File: config.mk
export PLATFORM = sky130hd
export DESIGN_NAME = split_pointer_frame_ring_manager_top
export DESIGN_NICKNAME = d
export VERILOG_FILES = /design/src/rtl/core/spfrm_pkg.sv /design/src/rtl/core/spfrm_ctrl.sv /design/src/rtl/core/spfrm_dpath.sv /design/src/rtl/core/split_pointer_frame_ring_manager_top.sv
export SDC_FILE = /design/constraint.sdc
export NUM_CORES = 1
export LEC_CHECK = 0
export BUFFER_PORTS_ARGS = -buffer_cell sky130_fd_sc_hd__buf_4
export CELL_PAD_IN_SITES_DETAIL_PLACEMENT = 1
export CELL_PAD_IN_SITES_GLOBAL_PLACEMENT = 1
export CORE_UTILIZATION = 30
export CTS_CLUSTER_DIAMETER = 200
export DETAILED_ROUTE_END_ITERATION = 7
export PLACE_DENSITY_LB_ADDON = 0.1
export RECOVER_POWER = 100
export SETUP_SLACK_MARGIN = 0.02
export SLEW_MARGIN = 20
export SYNTH_ARGS = -nofsm -noshare
export SYNTH_HDL_FRONTEND = slang
export SYNTH_SLANG_ARGS = --single-unit
File: constraint.sdc
create_clock -name clock -period 10.6 [get_ports clock]
set_clock_uncertainty 0.15 [all_clocks]
set_input_delay 0 -clock clock [delete_from_list [all_inputs] [get_ports clock]]
set_output_delay 0 -clock clock [all_outputs]
set_load 0.005 [all_outputs]
File: src/rtl/core/spfrm_pkg.sv
`timescale 1ns / 1ps
`default_nettype none
// ----------------------------------------------------------------------------
// Split pointer frame ring manager package
// Shared types, widths and constants for the frame ring manager.
// ----------------------------------------------------------------------------
package spfrm_pkg;

   localparam int RING_LOG2_DEFAULT = 7;

   localparam int CMD_W    = 3;
   localparam int FRAMES_W = 8;
   localparam int OFFSET_W = 17;
   localparam int BASE_W   = 16;
   localparam int LOG2_W   = 3;
   localparam int LEVEL_W  = 7;

   localparam int REQ_DATA_W = 16;
   localparam int RSP_DATA_W = 56;
   localparam int CSR_IDX_W  = 1;
   localparam int CSR_DATA_W = 16;

   localparam int MF_FRAMES = 16;

   localparam logic [LOG2_W-1:0] LENGTH_LOG2_RESET = 3'd7;

   typedef enum logic [CSR_IDX_W-1:0] {
      CSR_BASE_OFFSET = 1'b0,
      CSR_LENGTH_LOG2 = 1'b1
   } csr_idx_type;

   typedef enum logic [CMD_W-1:0] {
      CMD_FRAME_WRITE = 3'd0,
      CMD_FRAME_READ  = 3'd1,
      CMD_MF_PREPARE  = 3'd2,
      CMD_MF_COMMIT   = 3'd3,
      CMD_MF_PEEK     = 3'd4,
      CMD_MF_DISCARD  = 3'd5,
      CMD_EMPTY       = 3'd6,
      CMD_NONE        = 3'd7
   } cmd_type;

   // Commands from the controller to the datapath.
   typedef struct packed {
      logic load;
      logic exec;
   } ctl_type;

endpackage
`default_nettype wire

File: src/rtl/core/spfrm_ctrl.sv
`timescale 1ns / 1ps
`default_nettype none
// ----------------------------------------------------------------------------
// Frame ring manager controller
// Sequences each request through load, execute and result hand-off.
// ----------------------------------------------------------------------------
module spfrm_ctrl
   import spfrm_pkg::*;
(
   input  wire logic    clock,
   input  wire logic    reset,
   input  wire logic    req_tvalid,
   output logic         req_tready,
   output logic         rsp_tvalid,
   input  wire logic    rsp_tready,
   output ctl_type      ctl
);

   typedef enum logic [2:0] {
      ST_IDLE = 3'b001,
      ST_EXEC = 3'b010,
      ST_DONE = 3'b100
   } state_type;

   state_type state_ff;
   state_type state_in;
   logic      accept;

   // A new request may enter while the previous result is being taken.
   assign req_tready = (state_ff == ST_IDLE) || ((state_ff == ST_DONE) && rsp_tready);
   assign rsp_tvalid = (state_ff == ST_DONE);
   assign accept     = req_tvalid && req_tready;
   assign ctl.load   = accept;
   assign ctl.exec   = (state_ff == ST_EXEC);

   always_comb begin
      state_in = state_ff;
      unique case (state_ff)
         ST_IDLE: begin
            if (accept) state_in = ST_EXEC;
         end
         ST_EXEC: begin
            state_in = ST_DONE;
         end
         ST_DONE: begin
            if (accept) state_in = ST_EXEC;
            else if (rsp_tready) state_in = ST_IDLE;
         end
         default: begin
            state_in = ST_IDLE;
         end
      endcase
   end

   always_ff @(posedge clock) begin
      if (reset) begin
         state_ff <= ST_IDLE;
      end else begin
         state_ff <= state_in;
      end
   end

endmodule
`default_nettype wire

File: src/rtl/core/spfrm_dpath.sv
`timescale 1ns / 1ps
`default_nettype none
// ----------------------------------------------------------------------------
// Frame ring manager datapath
// Ring pointers, configuration registers and the result register.
// ----------------------------------------------------------------------------
module spfrm_dpath
   import spfrm_pkg::*;
#(
   parameter int MAX_RING_LOG2 = RING_LOG2_DEFAULT
)
(
   input  wire logic                  clock,
   input  wire logic                  reset,
   input  wire logic                  csr_wr_en,
   input  wire logic [CSR_IDX_W-1:0]  csr_index,
   input  wire logic [CSR_DATA_W-1:0] csr_wr_data,
   input  wire ctl_type               ctl,
   input  wire logic [CMD_W-1:0]      cmd,
   input  wire logic [FRAMES_W-1:0]   frame_limit,
   output logic [OFFSET_W-1:0]        offset,
   output logic [FRAMES_W-1:0]        frames_granted,
   output logic                       success,
   output logic [LEVEL_W-1:0]         allocated_level,
   output logic [LEVEL_W-1:0]         valid_level,
   output logic [LEVEL_W-1:0]         unseen_level,
   output logic [LEVEL_W-1:0]         free_level
);

   localparam int PW = MAX_RING_LOG2;
   localparam int LW = $clog2(PW + 1);
   localparam int GW = (PW + 1 > FRAMES_W) ? PW + 1 : FRAMES_W;

   logic [BASE_W-1:0]   base_ff;
   logic [LOG2_W-1:0]   log2_ff;
   logic [PW-1:0]       wc_ff, wa_ff, rd_ff, rp_ff;
   logic [PW-1:0]       wc_in, wa_in, rd_in, rp_in;
   cmd_type             cmd_ff;
   logic [FRAMES_W-1:0] max_ff;

   logic [OFFSET_W-1:0] offset_ff, offset_in;
   logic [FRAMES_W-1:0] grant_ff, grant_in;
   logic                ok_ff, ok_in;
   logic [LEVEL_W-1:0]  alloc_lvl_ff, valid_lvl_ff, unseen_lvl_ff, free_lvl_ff;

   logic [LW-1:0]       sat_log2;
   logic [PW:0]         mask_full;
   logic [PW-1:0]       mask;
   logic [PW-1:0]       wc, wa, rd, rp;
   logic [PW-1:0]       free_av, unseen_av;
   logic [PW:0]         wr_to_end, rd_to_end;
   logic [GW-1:0]       wr_clip, rd_clip, wr_grant, rd_grant;
   logic [PW-1:0]       mf_step, align;

   // Ring length saturates at the largest ring the pointers can address.
   assign sat_log2  = (32'(log2_ff) > PW) ? LW'(PW) : LW'(log2_ff);
   assign mask_full = ((PW + 1)'(1) << sat_log2) - (PW + 1)'(1);
   assign mask      = mask_full[PW-1:0];
   assign mf_step   = PW'(MF_FRAMES);
   assign align     = ~PW'(MF_FRAMES - 1);

   // Pointers are reduced to the current ring before use, as length may change.
   assign wc = wc_ff & mask;
   assign wa = wa_ff & mask;
   assign rd = rd_ff & mask;
   assign rp = rp_ff & mask;

   assign free_av   = (rd - wa - PW'(1)) & mask;
   assign unseen_av = (wc - rp) & mask;

   assign wr_to_end = {1'b0, mask} - {1'b0, wc} + (PW + 1)'(1);
   assign rd_to_end = {1'b0, mask} - {1'b0, rp} + (PW + 1)'(1);

   assign wr_clip  = (GW'(max_ff) > GW'(wr_to_end)) ? GW'(wr_to_end) : GW'(max_ff);
   assign wr_grant = (wr_clip > GW'(free_av)) ? GW'(free_av) : wr_clip;
   assign rd_clip  = (GW'(max_ff) > GW'(rd_to_end)) ? GW'(rd_to_end) : GW'(max_ff);
   assign rd_grant = (rd_clip > GW'(unseen_av)) ? GW'(unseen_av) : rd_clip;

   always_comb begin
      wc_in     = wc;
      wa_in     = wa;
      rd_in     = rd;
      rp_in     = rp;
      offset_in = '0;
      grant_in  = '0;
      ok_in     = 1'b1;
      unique case (cmd_ff)
         CMD_FRAME_WRITE: begin
            grant_in  = FRAMES_W'(wr_grant);
            offset_in = OFFSET_W'(base_ff) + OFFSET_W'(wc);
            wc_in     = (wc + PW'(wr_grant)) & mask;
            wa_in     = wc_in;
         end
         CMD_FRAME_READ: begin
            grant_in  = FRAMES_W'(rd_grant);
            offset_in = OFFSET_W'(base_ff) + OFFSET_W'(rp);
            rp_in     = (rp + PW'(rd_grant)) & mask;
            rd_in     = rp_in;
         end
         CMD_MF_PREPARE: begin
            if (32'(free_av) < MF_FRAMES) begin
               ok_in = 1'b0;
            end else begin
               offset_in = OFFSET_W'(base_ff) + OFFSET_W'(wa);
               wa_in     = (wa + mf_step) & mask;
            end
         end
         CMD_MF_COMMIT: begin
            wc_in = (wc + mf_step) & mask;
         end
         CMD_MF_PEEK: begin
            if (32'(unseen_av) < MF_FRAMES) begin
               ok_in = 1'b0;
            end else begin
               offset_in = OFFSET_W'(base_ff) + OFFSET_W'(rp);
               rp_in     = (rp + mf_step) & mask;
            end
         end
         CMD_MF_DISCARD: begin
            rd_in = (rd + mf_step) & mask;
         end
         CMD_EMPTY: begin
            rd_in = wc & align & mask;
            rp_in = wc & align & mask;
         end
         default: begin
         end
      endcase
   end

   always_ff @(posedge clock) begin
      if (reset) begin
         base_ff <= '0;
         log2_ff <= LENGTH_LOG2_RESET;
         wc_ff   <= '0;
         wa_ff   <= '0;
         rd_ff   <= '0;
         rp_ff   <= '0;
      end else begin
         if (csr_wr_en) begin
            unique case (csr_idx_type'(csr_index))
               CSR_BASE_OFFSET: base_ff <= BASE_W'(csr_wr_data);
               CSR_LENGTH_LOG2: log2_ff <= LOG2_W'(csr_wr_data);
               default: begin
               end
            endcase
         end
         if (ctl.exec) begin
            wc_ff <= wc_in;
            wa_ff <= wa_in;
            rd_ff <= rd_in;
            rp_ff <= rp_in;
         end
      end
   end

   always_ff @(posedge clock) begin
      if (ctl.load) begin
         cmd_ff <= cmd_type'(cmd);
         max_ff <= frame_limit;
      end
      if (ctl.exec) begin
         offset_ff     <= offset_in;
         grant_ff      <= grant_in;
         ok_ff         <= ok_in;
         alloc_lvl_ff  <= LEVEL_W'((wa_in - rd_in) & mask);
         valid_lvl_ff  <= LEVEL_W'((wc_in - rd_in) & mask);
         unseen_lvl_ff <= LEVEL_W'((wc_in - rp_in) & mask);
         free_lvl_ff   <= LEVEL_W'((rd_in - wa_in - PW'(1)) & mask);
      end
   end

   assign offset          = offset_ff;
   assign frames_granted  = grant_ff;
   assign success         = ok_ff;
   assign allocated_level = alloc_lvl_ff;
   assign valid_level     = valid_lvl_ff;
   assign unseen_level    = unseen_lvl_ff;
   assign free_level      = free_lvl_ff;

endmodule
`default_nettype wire

File: src/rtl/core/split_pointer_frame_ring_manager_top.sv
`timescale 1ns / 1ps
`default_nettype none
// ----------------------------------------------------------------------------
// Split pointer frame ring manager
// Frame ring with committed/allocated write and discarded/peeked read pointers.
// ----------------------------------------------------------------------------
//  Channel   Direction  Contents
//  req_*     in         one command request: cmd, frame_limit
//  rsp_*     out        one result per request: offset, grant, success, levels
//  csr_*     in         register writes: base_offset, length_log2
//
//  A request is registered at its accepting edge and the pointer datapath
//  executes it in the following cycle, registering its result at the end
//  of that cycle. A request is accepted in the cycle its predecessor's
//  result is taken, so a new request is not accepted while the previous
//  one is still executing.
//  A held result (rsp_tready low) stalls the request side. Synchronous reset
//  clears the pointers, sets base_offset to 0 and length_log2 to 7.
// ----------------------------------------------------------------------------
module split_pointer_frame_ring_manager_top
   import spfrm_pkg::*;
#(
   parameter int MAX_RING_LOG2 = RING_LOG2_DEFAULT
)
(
   input  wire logic                  clock,
   input  wire logic                  reset,
   input  wire logic                  req_tvalid,
   output logic                       req_tready,
   input  wire logic [REQ_DATA_W-1:0] req_tdata,   // cmd[2:0], frame_limit[10:3]
   output logic                       rsp_tvalid,
   input  wire logic                  rsp_tready,
   // offset[16:0], frames_granted[24:17], success[25], allocated_level[32:26],
   // valid_level[39:33], unseen_level[46:40], free_level[53:47]
   output logic [RSP_DATA_W-1:0]      rsp_tdata,
   input  wire logic                  csr_wr_en,
   input  wire logic [CSR_IDX_W-1:0]  csr_index,
   input  wire logic [CSR_DATA_W-1:0] csr_wr_data
);

   ctl_type             ctl;
   logic [OFFSET_W-1:0] offset;
   logic [FRAMES_W-1:0] frames_granted;
   logic                success;
   logic [LEVEL_W-1:0]  allocated_level, valid_level, unseen_level, free_level;

   spfrm_ctrl u_ctrl (
      .clock      (clock),
      .reset      (reset),
      .req_tvalid (req_tvalid),
      .req_tready (req_tready),
      .rsp_tvalid (rsp_tvalid),
      .rsp_tready (rsp_tready),
      .ctl        (ctl)
   );

   spfrm_dpath #(
      .MAX_RING_LOG2 (MAX_RING_LOG2)
   ) u_dpath (
      .clock           (clock),
      .reset           (reset),
      .csr_wr_en       (csr_wr_en),
      .csr_index       (csr_index),
      .csr_wr_data     (csr_wr_data),
      .ctl             (ctl),
      .cmd             (req_tdata[CMD_W-1:0]),
      .frame_limit     (req_tdata[CMD_W+FRAMES_W-1:CMD_W]),
      .offset          (offset),
      .frames_granted  (frames_granted),
      .success         (success),
      .allocated_level (allocated_level),
      .valid_level     (valid_level),
      .unseen_level    (unseen_level),
      .free_level      (free_level)
   );

   assign rsp_tdata = {2'b00, free_level, unseen_level, valid_level, allocated_level,
                       success, frames_granted, offset};

endmodule
`default_nettype wire
==> qor.csv, run 1 <==
metric,value,unit
crit_arrival,9.80,ns
status,"finished, violations left",
worst_path_max_delay_cell,dfxtp_1,
core,0.0325,mm2
netlist_instances,1167,
start_kind,flip-flop,
fin_cells,1760,
postCtsSetupRepairBufs,0,
endpoint_kind,flip-flop,
post-dp-hpwl,25700,um
fin_setup_tns,0,ns
globalplace.congestion,0.852,
root_buffer,clkbuf_16,
placed_cells,1677,
cpPeakStageDelay,0.56,ns
drv_cap,4,
row_count,66,
finalPower,1.98,mW
synth_area,0.00991,mm2
htreeDepth,4,
synth.yosys.warnings,0,
synth_ff_type,edfxtp_1,
yosys_register_bits,115,
ys_seq_area_frac,0.298,
post_drt_via_cell_ratio,5.01,
die-height,184,um
cp_common_cell,ha_1,
start_util,0.305,
synthDistinctLibCells,80,
num_io_pins,96,
grt_pass1_wl,51700,um
routed_wl,32700,um
required,10.59,ns
antenna_found_initial,0,
async_flop_share,0,
insertion_delay,0.43,ns
path_class,reg2reg,
rsz0062_at_grt,no,
drive_gt1_frac,0.121,
finalMaxSlewViolations,158,
drtPass1Iterations,5,
grt-ovfl-total,0,
io_buffers,88,
wl_per_cell,18.6,um
relSlewSlack,-0.714,
min_path_type,in2reg,
max_freq,0.102,GHz
drt_iter0_drc,298,
drc_errors,0,
worst_pin_slew,2.57,ns
setup_viol,0,
critPathMaxFanout,12,
cts.sinks,115,
cts_buffer_depth,2,
grt_use_total,0.202,
violations,"capacitance limit, slew limit",
nFillCells,3909,
peakVddDrop,0.108,mV
cts_buffers,17,
vias,8811,
finalNetCount,1472,
fin_crit_sh,0.925,
diodes,0,
dieWidth,184,um
area_growth,22.6,%
fin_hold_ws,0.151,ns
synth.avg_cell_area,8.49,um2
die_area,0.0338,mm2
clk_pin_slew,0.06,ns
post-route-min-period,9.81,ns
grt_pass1_vias,9273,
grt_start_max_net_pins,49,
synth_edf_count,65,
utilization,0.374,
cts_tree,built,
antenna_left,0,
power.leakage,5.29,nW
power.density,163,mW/mm2
finalHoldViolations,0,
[logic make-up after synthesis]
family / share of synthesized area
other cells: 0.000758
buf+inv: 0.0537
compound gates: 0.217
fa+ha+maj: 0.172
flops: 0.298
xor+xnor: 0.0504
simple gates: 0.183
mux: 0.0251
[what timing repair did]
action,CTS,global route
setup endpoints to repair,0,1
gates resized for setup,0,1
endpoints found under the hold margin,33,0
hold buffers,51,0
[metrics by stage]
step	cell area (um2)	setup slack, ns
finish	12200	0.791
global route	12200	0.0217
global placement	11100	0.924
detailed placement	11100	0.771
floorplan	9930	1.64
CTS	12200	0.740
[layout make-up]
class | instances | area (um2) | share of cell area
tap | 442 | 553 | 0.0455
sequential | 115 | 2950 | 0.243
multi-input combinational | 923 | 6410 | 0.528
timing repair buffer | 159 | 1290 | 0.106
clock inverter | 12 | 124 | 0.0102
clock buffer | 20 | 489 | 0.0402
inverter | 89 | 335 | 0.0276
[placed cells by master, fill, tap and decap left out, types with 41 or more instances in the layout]
| master | count |
|---|---|
| nand2_1 | 144 |
| clkbuf_4 | 66 |
| nor2_1 | 89 |
| ha_1 | 117 |
| dfxtp_1 | 50 |
| inv_1 | 86 |
| edfxtp_1 | 65 |
| a21oi_1 | 124 |
| dlygate4sd3_1 | 51 |
| a21o_1 | 41 |
| o21ai_0 | 49 |
[cell usage after synthesis (all sizes together) (6+ instances only)]
cell,n,area share
ha,117,0.15
nand3,26,0.013
o21bai,8,0.0061
nor2b,24,0.015
nand4,9,0.0057
o21a,11,0.0083
nand2b,24,0.016
fa,12,0.024
a31oi,9,0.0072
a21o,41,0.031
mux2i,18,0.019
o21ai,49,0.025
or2,7,0.0044
and2,23,0.015
edfxtp,65,0.20
dfxtp,50,0.10
o22ai,8,0.0057
buf,13,0.0078
xor2,22,0.021
a21oi,124,0.065
xnor2,26,0.024
o211ai,10,0.0081
and3,6,0.0038
nor3,14,0.0076
nor2,89,0.034
clkbuf,32,0.012
nand2,145,0.056
a21boi,7,0.0053
inv,89,0.034
a211oi,18,0.015
a22o,9,0.0088
[critical path: cells and delay by family (launching register included)]
family | cells | cell delay [ns]
AO/OA/AOI/OAI | 17 | 4.00
XOR/XNOR | 2 | 0.38
adder cells (fa/ha/maj) | 7 | 2.60
buffers and inverters | 5 | 0.68
flip-flops | 1 | 0.56
multiplexers | 2 | 0.26
AND/OR/NAND/NOR | 6 | 0.89
[report_power, final]
group | internal, mW | switching (mW) | total (mW)
Combinational | 0.352 | 0.495 | 0.847
Clock | 0.379 | 0.231 | 0.610
Sequential | 0.503 | 0.0180 | 0.521
Total | 1.23 | 0.744 | 1.98
[worst paths after layout]
check	from	cells past startpoint	to	slack, ns
max	u_dpath.log2_ff[1]	39	u_dpath.valid_level[6]	0.79
min	req_tdata[10]	2	u_dpath.max_ff[7]	0.15
max reg2reg	u_dpath.log2_ff[1]	39	u_dpath.valid_level[6]	0.79
min reg2reg	u_dpath.rd_ff[3]	2	u_dpath.rd_ff[3]	0.33
[sequential cells by signal (all words and copies together) (netlist names)]
name,cells
u_dpath.unseen_level,7
u_dpath.wc_ff,7
u_dpath.offset,17
u_dpath.allocated_level,7
u_dpath.valid_level,7
u_dpath.rp_ff,7
u_dpath.base_ff,16
u_dpath.rd_ff,7
u_dpath.frames_granted,8
u_dpath.log2_ff,3
u_dpath.free_level,7
u_ctrl.state_ff,3
u_dpath.success,1
u_dpath.max_ff,8
u_dpath.wa_ff,7
u_dpath.cmd_ff,3
[routing by layer]
metal  vias to the layer above  wire length [um]  track usage
met5                         -                 0            0
met4                         0               419       0.0467
met3                        21               832       0.0265
met2                       106             15300        0.345
met1                      4277             16100        0.269
li1                       4407                 -            -
No activity file was read; power rests on OpenSTA's default activity.
==> run 2, diff against run 1 <==
Settings changed: CORE_MARGIN set to 2, TNS_END_PERCENT set to 1.
==> qor.csv, run 2 (synthesis gave the netlist of run 1 again) <==
metric,value,unit
fin_crit_sh,0.937,
setup_viol,0,
fin_setup_tns,0,ns
cp_common_cell,ha_1,
vias,9089,
cpPeakStageDelay,0.76,ns
drtPass1Iterations,4,
holdPathStages,2,
largest_reg_flops,17,
crit_family,compound AO/OA/AOI/OAI gates,
core,0.0325,mm2
min_path_type,in2reg,
finalMaxSlewViolations,159,
row_count,66,
cts_buffers,17,
globalplace.congestion,0.833,
cts.sinks,115,
post-dp-hpwl,25900,um
hold_start,req_tdata[1],
clock_power_share,0.279,
r2r_cells,40,
wl_per_cell,19.1,um
postCtsSetupRepairBufs,0,
switching_power,0.760,mW
dp_slack,0.620,ns
clk_pin_slew,0.07,ns
r2r_end,u_dpath.unseen_level[6],
drt_iter0_drc,431,
drv_cap,4,
finalPower,1.90,mW
hold_end,u_dpath.cmd_ff[1],
htreeDepth,4,
start_util,0.305,
antenna_found_initial,1,
cts_tree,built,
die-height,186,um
grt_start_max_net_pins,47,
path_class,reg2reg,
post_drt_via_cell_ratio,5.12,
cts_buffer_depth,2,
grt_pass1_wl,52700,um
status,"finished, violations left",
drc_errors,0,
relSlewSlack,-0.700,
area_growth,23.1,%
power.internal,1.14,mW
num_io_pins,96,
drive_gt1_frac,0.112,
comb_power_share,0.448,
r2r_slack,0.67,ns
power.density,156,mW/mm2
endpoint_kind,flip-flop,
grt_use_total,0.204,
finalHoldViolations,0,
nFillCells,3887,
post-route-min-period,9.93,ns
dieWidth,186,um
io_buffers,88,
grt_pass1_vias,9572,
start_kind,flip-flop,
root_buffer,clkbuf_16,
die_area,0.0345,mm2
worst_path_max_delay_cell,a211oi_1,
rsz0062_at_grt,no,
finalNetCount,1488,
timing.rr.start,u_dpath.log2_ff[1],
insertion_delay,0.45,ns
mostFrequentLayoutCell,nand2_1,
worst_slack,0.672,ns
required,10.62,ns
crit_arrival,9.95,ns
diodes,0,
switching_share,0.399,
violations,"capacitance limit, slew limit",
critPathMaxFanout,11,
antenna_left,0,
routed_wl,33900,um
grt-ovfl-total,0,
final_cell_mix,"144 x nand2_1, 123 x a21oi_1, 117 x ha_1",
peakVddDrop,0.119,mV
sequentialPowerShare,0.273,
max_freq,0.101,GHz
critPathBufInv,7,
worst_pin_slew,2.55,ns
power.leakage,5.29,nW
[run 2: what timing repair did]
item                                   in CTS  in global routing
endpoints found under the hold margin      56                  0
gates resized for setup                     0                  4
setup endpoints to repair                   0                  4
hold buffers                               68                  0
[run 2: stage by stage]
step / cell area, um2 / utilization / hold WS, ns / instances
6_report: 12200 / 0.375 / 0.144 / 1776
5_1_grt: 12200 / 0.375 / 0.143 / 1776
4_1_cts: 12300 / 0.378 / 0.103 / 1776
3_5_place_dp: 11100 / 0.341 / 0.0310 / 1676
3_3_place_gp: 11100 / 0.341 / 0.0287 / 1676
2_1_floorplan: 9930 / - / -0.0511 / 1172
[run 2: worst max-delay path by stage]
stage                             from                         end  slack, ns  cells after the start
floorplan           u_dpath.log2_ff[2]      u_dpath.valid_level[6]       1.64                     38
global placement    u_dpath.log2_ff[0]      u_dpath.valid_level[6]       0.77                     40
detailed placement  u_dpath.log2_ff[0]  u_dpath.allocated_level[6]       0.62                     42
CTS                 u_dpath.log2_ff[0]  u_dpath.allocated_level[6]       0.54                     42
global route        u_dpath.log2_ff[0]  u_dpath.allocated_level[6]       0.02                     42
finish              u_dpath.log2_ff[1]     u_dpath.unseen_level[6]       0.67                     40
[run 2: final cells by class]
| type | count | area [um2] | share of cell area |
|---|---|---|---|
| inverters | 89 | 335 | 0.0275 |
| flip-flops and latches | 115 | 2950 | 0.242 |
| multi-input cells | 923 | 6420 | 0.526 |
| repair buffers | 175 | 1420 | 0.116 |
| clock inverters | 14 | 92.6 | 0.00759 |
| well taps | 442 | 553 | 0.0453 |
| clock buffers | 18 | 429 | 0.0352 |
[run 2: power groups by stage]
stage               clock network, mW  registers (mW)  logic, mW
CTS                             0.545           0.519      0.875
floorplan                           0           0.520      0.618
detailed placement                  0           0.528      0.849
finish                          0.532           0.519      0.854
global route                    0.559           0.521      0.950
global placement                    0           0.528      0.833
[run 2: routing by layer]
metal	up-vias	routed length [um]	share of wire	track usage
li1	4450	-	-	-
met1	4470	16400	0.49	0.270
met2	140	15800	0.47	0.345
met3	29	1070	0.031	0.0286
met4	0	512	0.015	0.0570
met5	-	0	0	0
==> run 3, diff against run 2 <==
Settings changed: CORE_UTILIZATION 30 to 46.
==> qor.csv, run 3 (synthesis gave the netlist of run 1 again) <==
metric,value,unit
fin_setup_tns,0,ns
dieWidth,151,um
power.leakage,5.34,nW
post-route-min-period,9.98,ns
die_area,0.0227,mm2
violations,"capacitance limit, slew limit",
grt_pass1_wl,54900,um
worst_slack,0.617,ns
drc_errors,0,
worst_pin_slew,4.51,ns
rsz0062_at_grt,no,
cts_tree,built,
start_kind,flip-flop,
worst_path_max_delay_cell,clkbuf_1,
start_util,0.470,
clk_pin_slew,0.07,ns
cpPeakStageDelay,0.40,ns
crit_arrival,9.99,ns
endpoint_kind,flip-flop,
gr-usage-met2,0.524,
critPathMaxFanout,26,
finalNetCount,1482,
antenna_found_initial,0,
grt_use_total,0.319,
power.density,164,mW/mm2
finalHoldViolations,0,
vias,9555,
mostFrequentLayoutCell,nand2_1,
postCtsSetupRepairBufs,0,
routed_wl,35500,um
path_class,reg2reg,
dp_slack,1.01,ns
insertion_delay,0.44,ns
cts.sinks,115,
drv_cap,3,
peakVddDrop,0.108,mV
r2r_slack,0.62,ns
num_io_pins,96,
grt_pass1_vias,9746,
core,0.0211,mm2
max_freq,0.100,GHz
io_buffers,88,
drtPass1Iterations,5,
critPathBufInv,8,
finalMaxSlewViolations,157,
setup_viol,0,
fin_crit_sh,0.942,
row_count,53,
hold_buffers,62,
finalPower,1.97,mW
globalplace.congestion,0.892,
drive_gt1_frac,0.120,
grt_start_max_net_pins,85,
wl_per_cell,22.1,um
root_buffer,clkbuf_16,
cts.repair.resized,0,
met1_usage,0.427,
cts_buffers,17,
area_growth,21.2,%
status,"finished, violations left",
cts_buffer_depth,2,
busiest_layer,met2,
min_path_type,in2reg,
diodes,0,
largest_reg_flops,17,
grtUsageMet3,0.0515,
die-height,151,um
antenna_left,0,
post_drt_via_cell_ratio,5.96,
htreeDepth,4,
final_cell_mix,"144 x nand2_1, 123 x a21oi_1, 117 x ha_1",
crit_family,compound AO/OA/AOI/OAI gates,
grt-ovfl-total,0,
cp_common_cell,ha_1,
drt_iter0_drc,705,
relSlewSlack,-2.01,
post-dp-hpwl,24300,um
required,10.61,ns
==> run 3: layout make-up <==
type,count,area (um2)
clock buffer,19,454
clock inverter,13,110
fill,2519,9070
inverter,89,335
multi-input combinational,923,6430
sequential,115,2950
tap,275,344
timing repair buffer,169,1390
==> run 3: routing by layer <==
layer  share of wire  up-vias
met5               0        -
met4           0.030        0
met3           0.063       87
met2            0.47      345
met1            0.44     4681
li1                -     4442
==> run 3: metrics by stage <==
| stage | std cells | util | hold slack [ns] | instance area, um2 |
|---|---|---|---|---|
| after detailed placement | 1509 | 0.516 | 0.0295 | 10900 |
| after global placement | 1509 | 0.516 | 0.0286 | 10900 |
| after global routing | 1603 | 0.570 | 0.175 | 12000 |
| after CTS | 1603 | 0.572 | 0.137 | 12100 |
| final | 1603 | 0.570 | 0.165 | 12000 |
| after floorplan | 1172 | - | -0.0511 | 9930 |
==> run 3: worst paths after layout <==
kind | startpoint | endpoint | cells past startpoint
setup / recovery | u_dpath.log2_ff[2] | u_dpath.free_level[6] | 43
hold reg to reg | u_dpath.rd_ff[2] | u_dpath.rd_ff[2] | 2
hold / removal | req_tdata[9] | u_dpath.max_ff[6] | 2
setup reg to reg | u_dpath.log2_ff[2] | u_dpath.free_level[6] | 43
==> run 3: worst reg2reg max path: cells and delay by family (launching register included) <==
family | cells | cell delay, ns
compound gates | 15 | 3.09
fa+ha+maj | 6 | 1.97
simple gates | 10 | 1.71
buf+inv | 8 | 1.56
xor+xnor | 3 | 0.64
flops | 1 | 0.34
mux | 1 | 0.23
==> run 3: where the power goes <==
part / switching [mW] / leakage (nW) / total, mW / internal (mW)
Combinational: 0.521 / 4.04 / 0.876 / 0.355
Clock: 0.256 / 0.285 / 0.578 / 0.322
Sequential: 0.0166 / 1.01 / 0.519 / 0.503
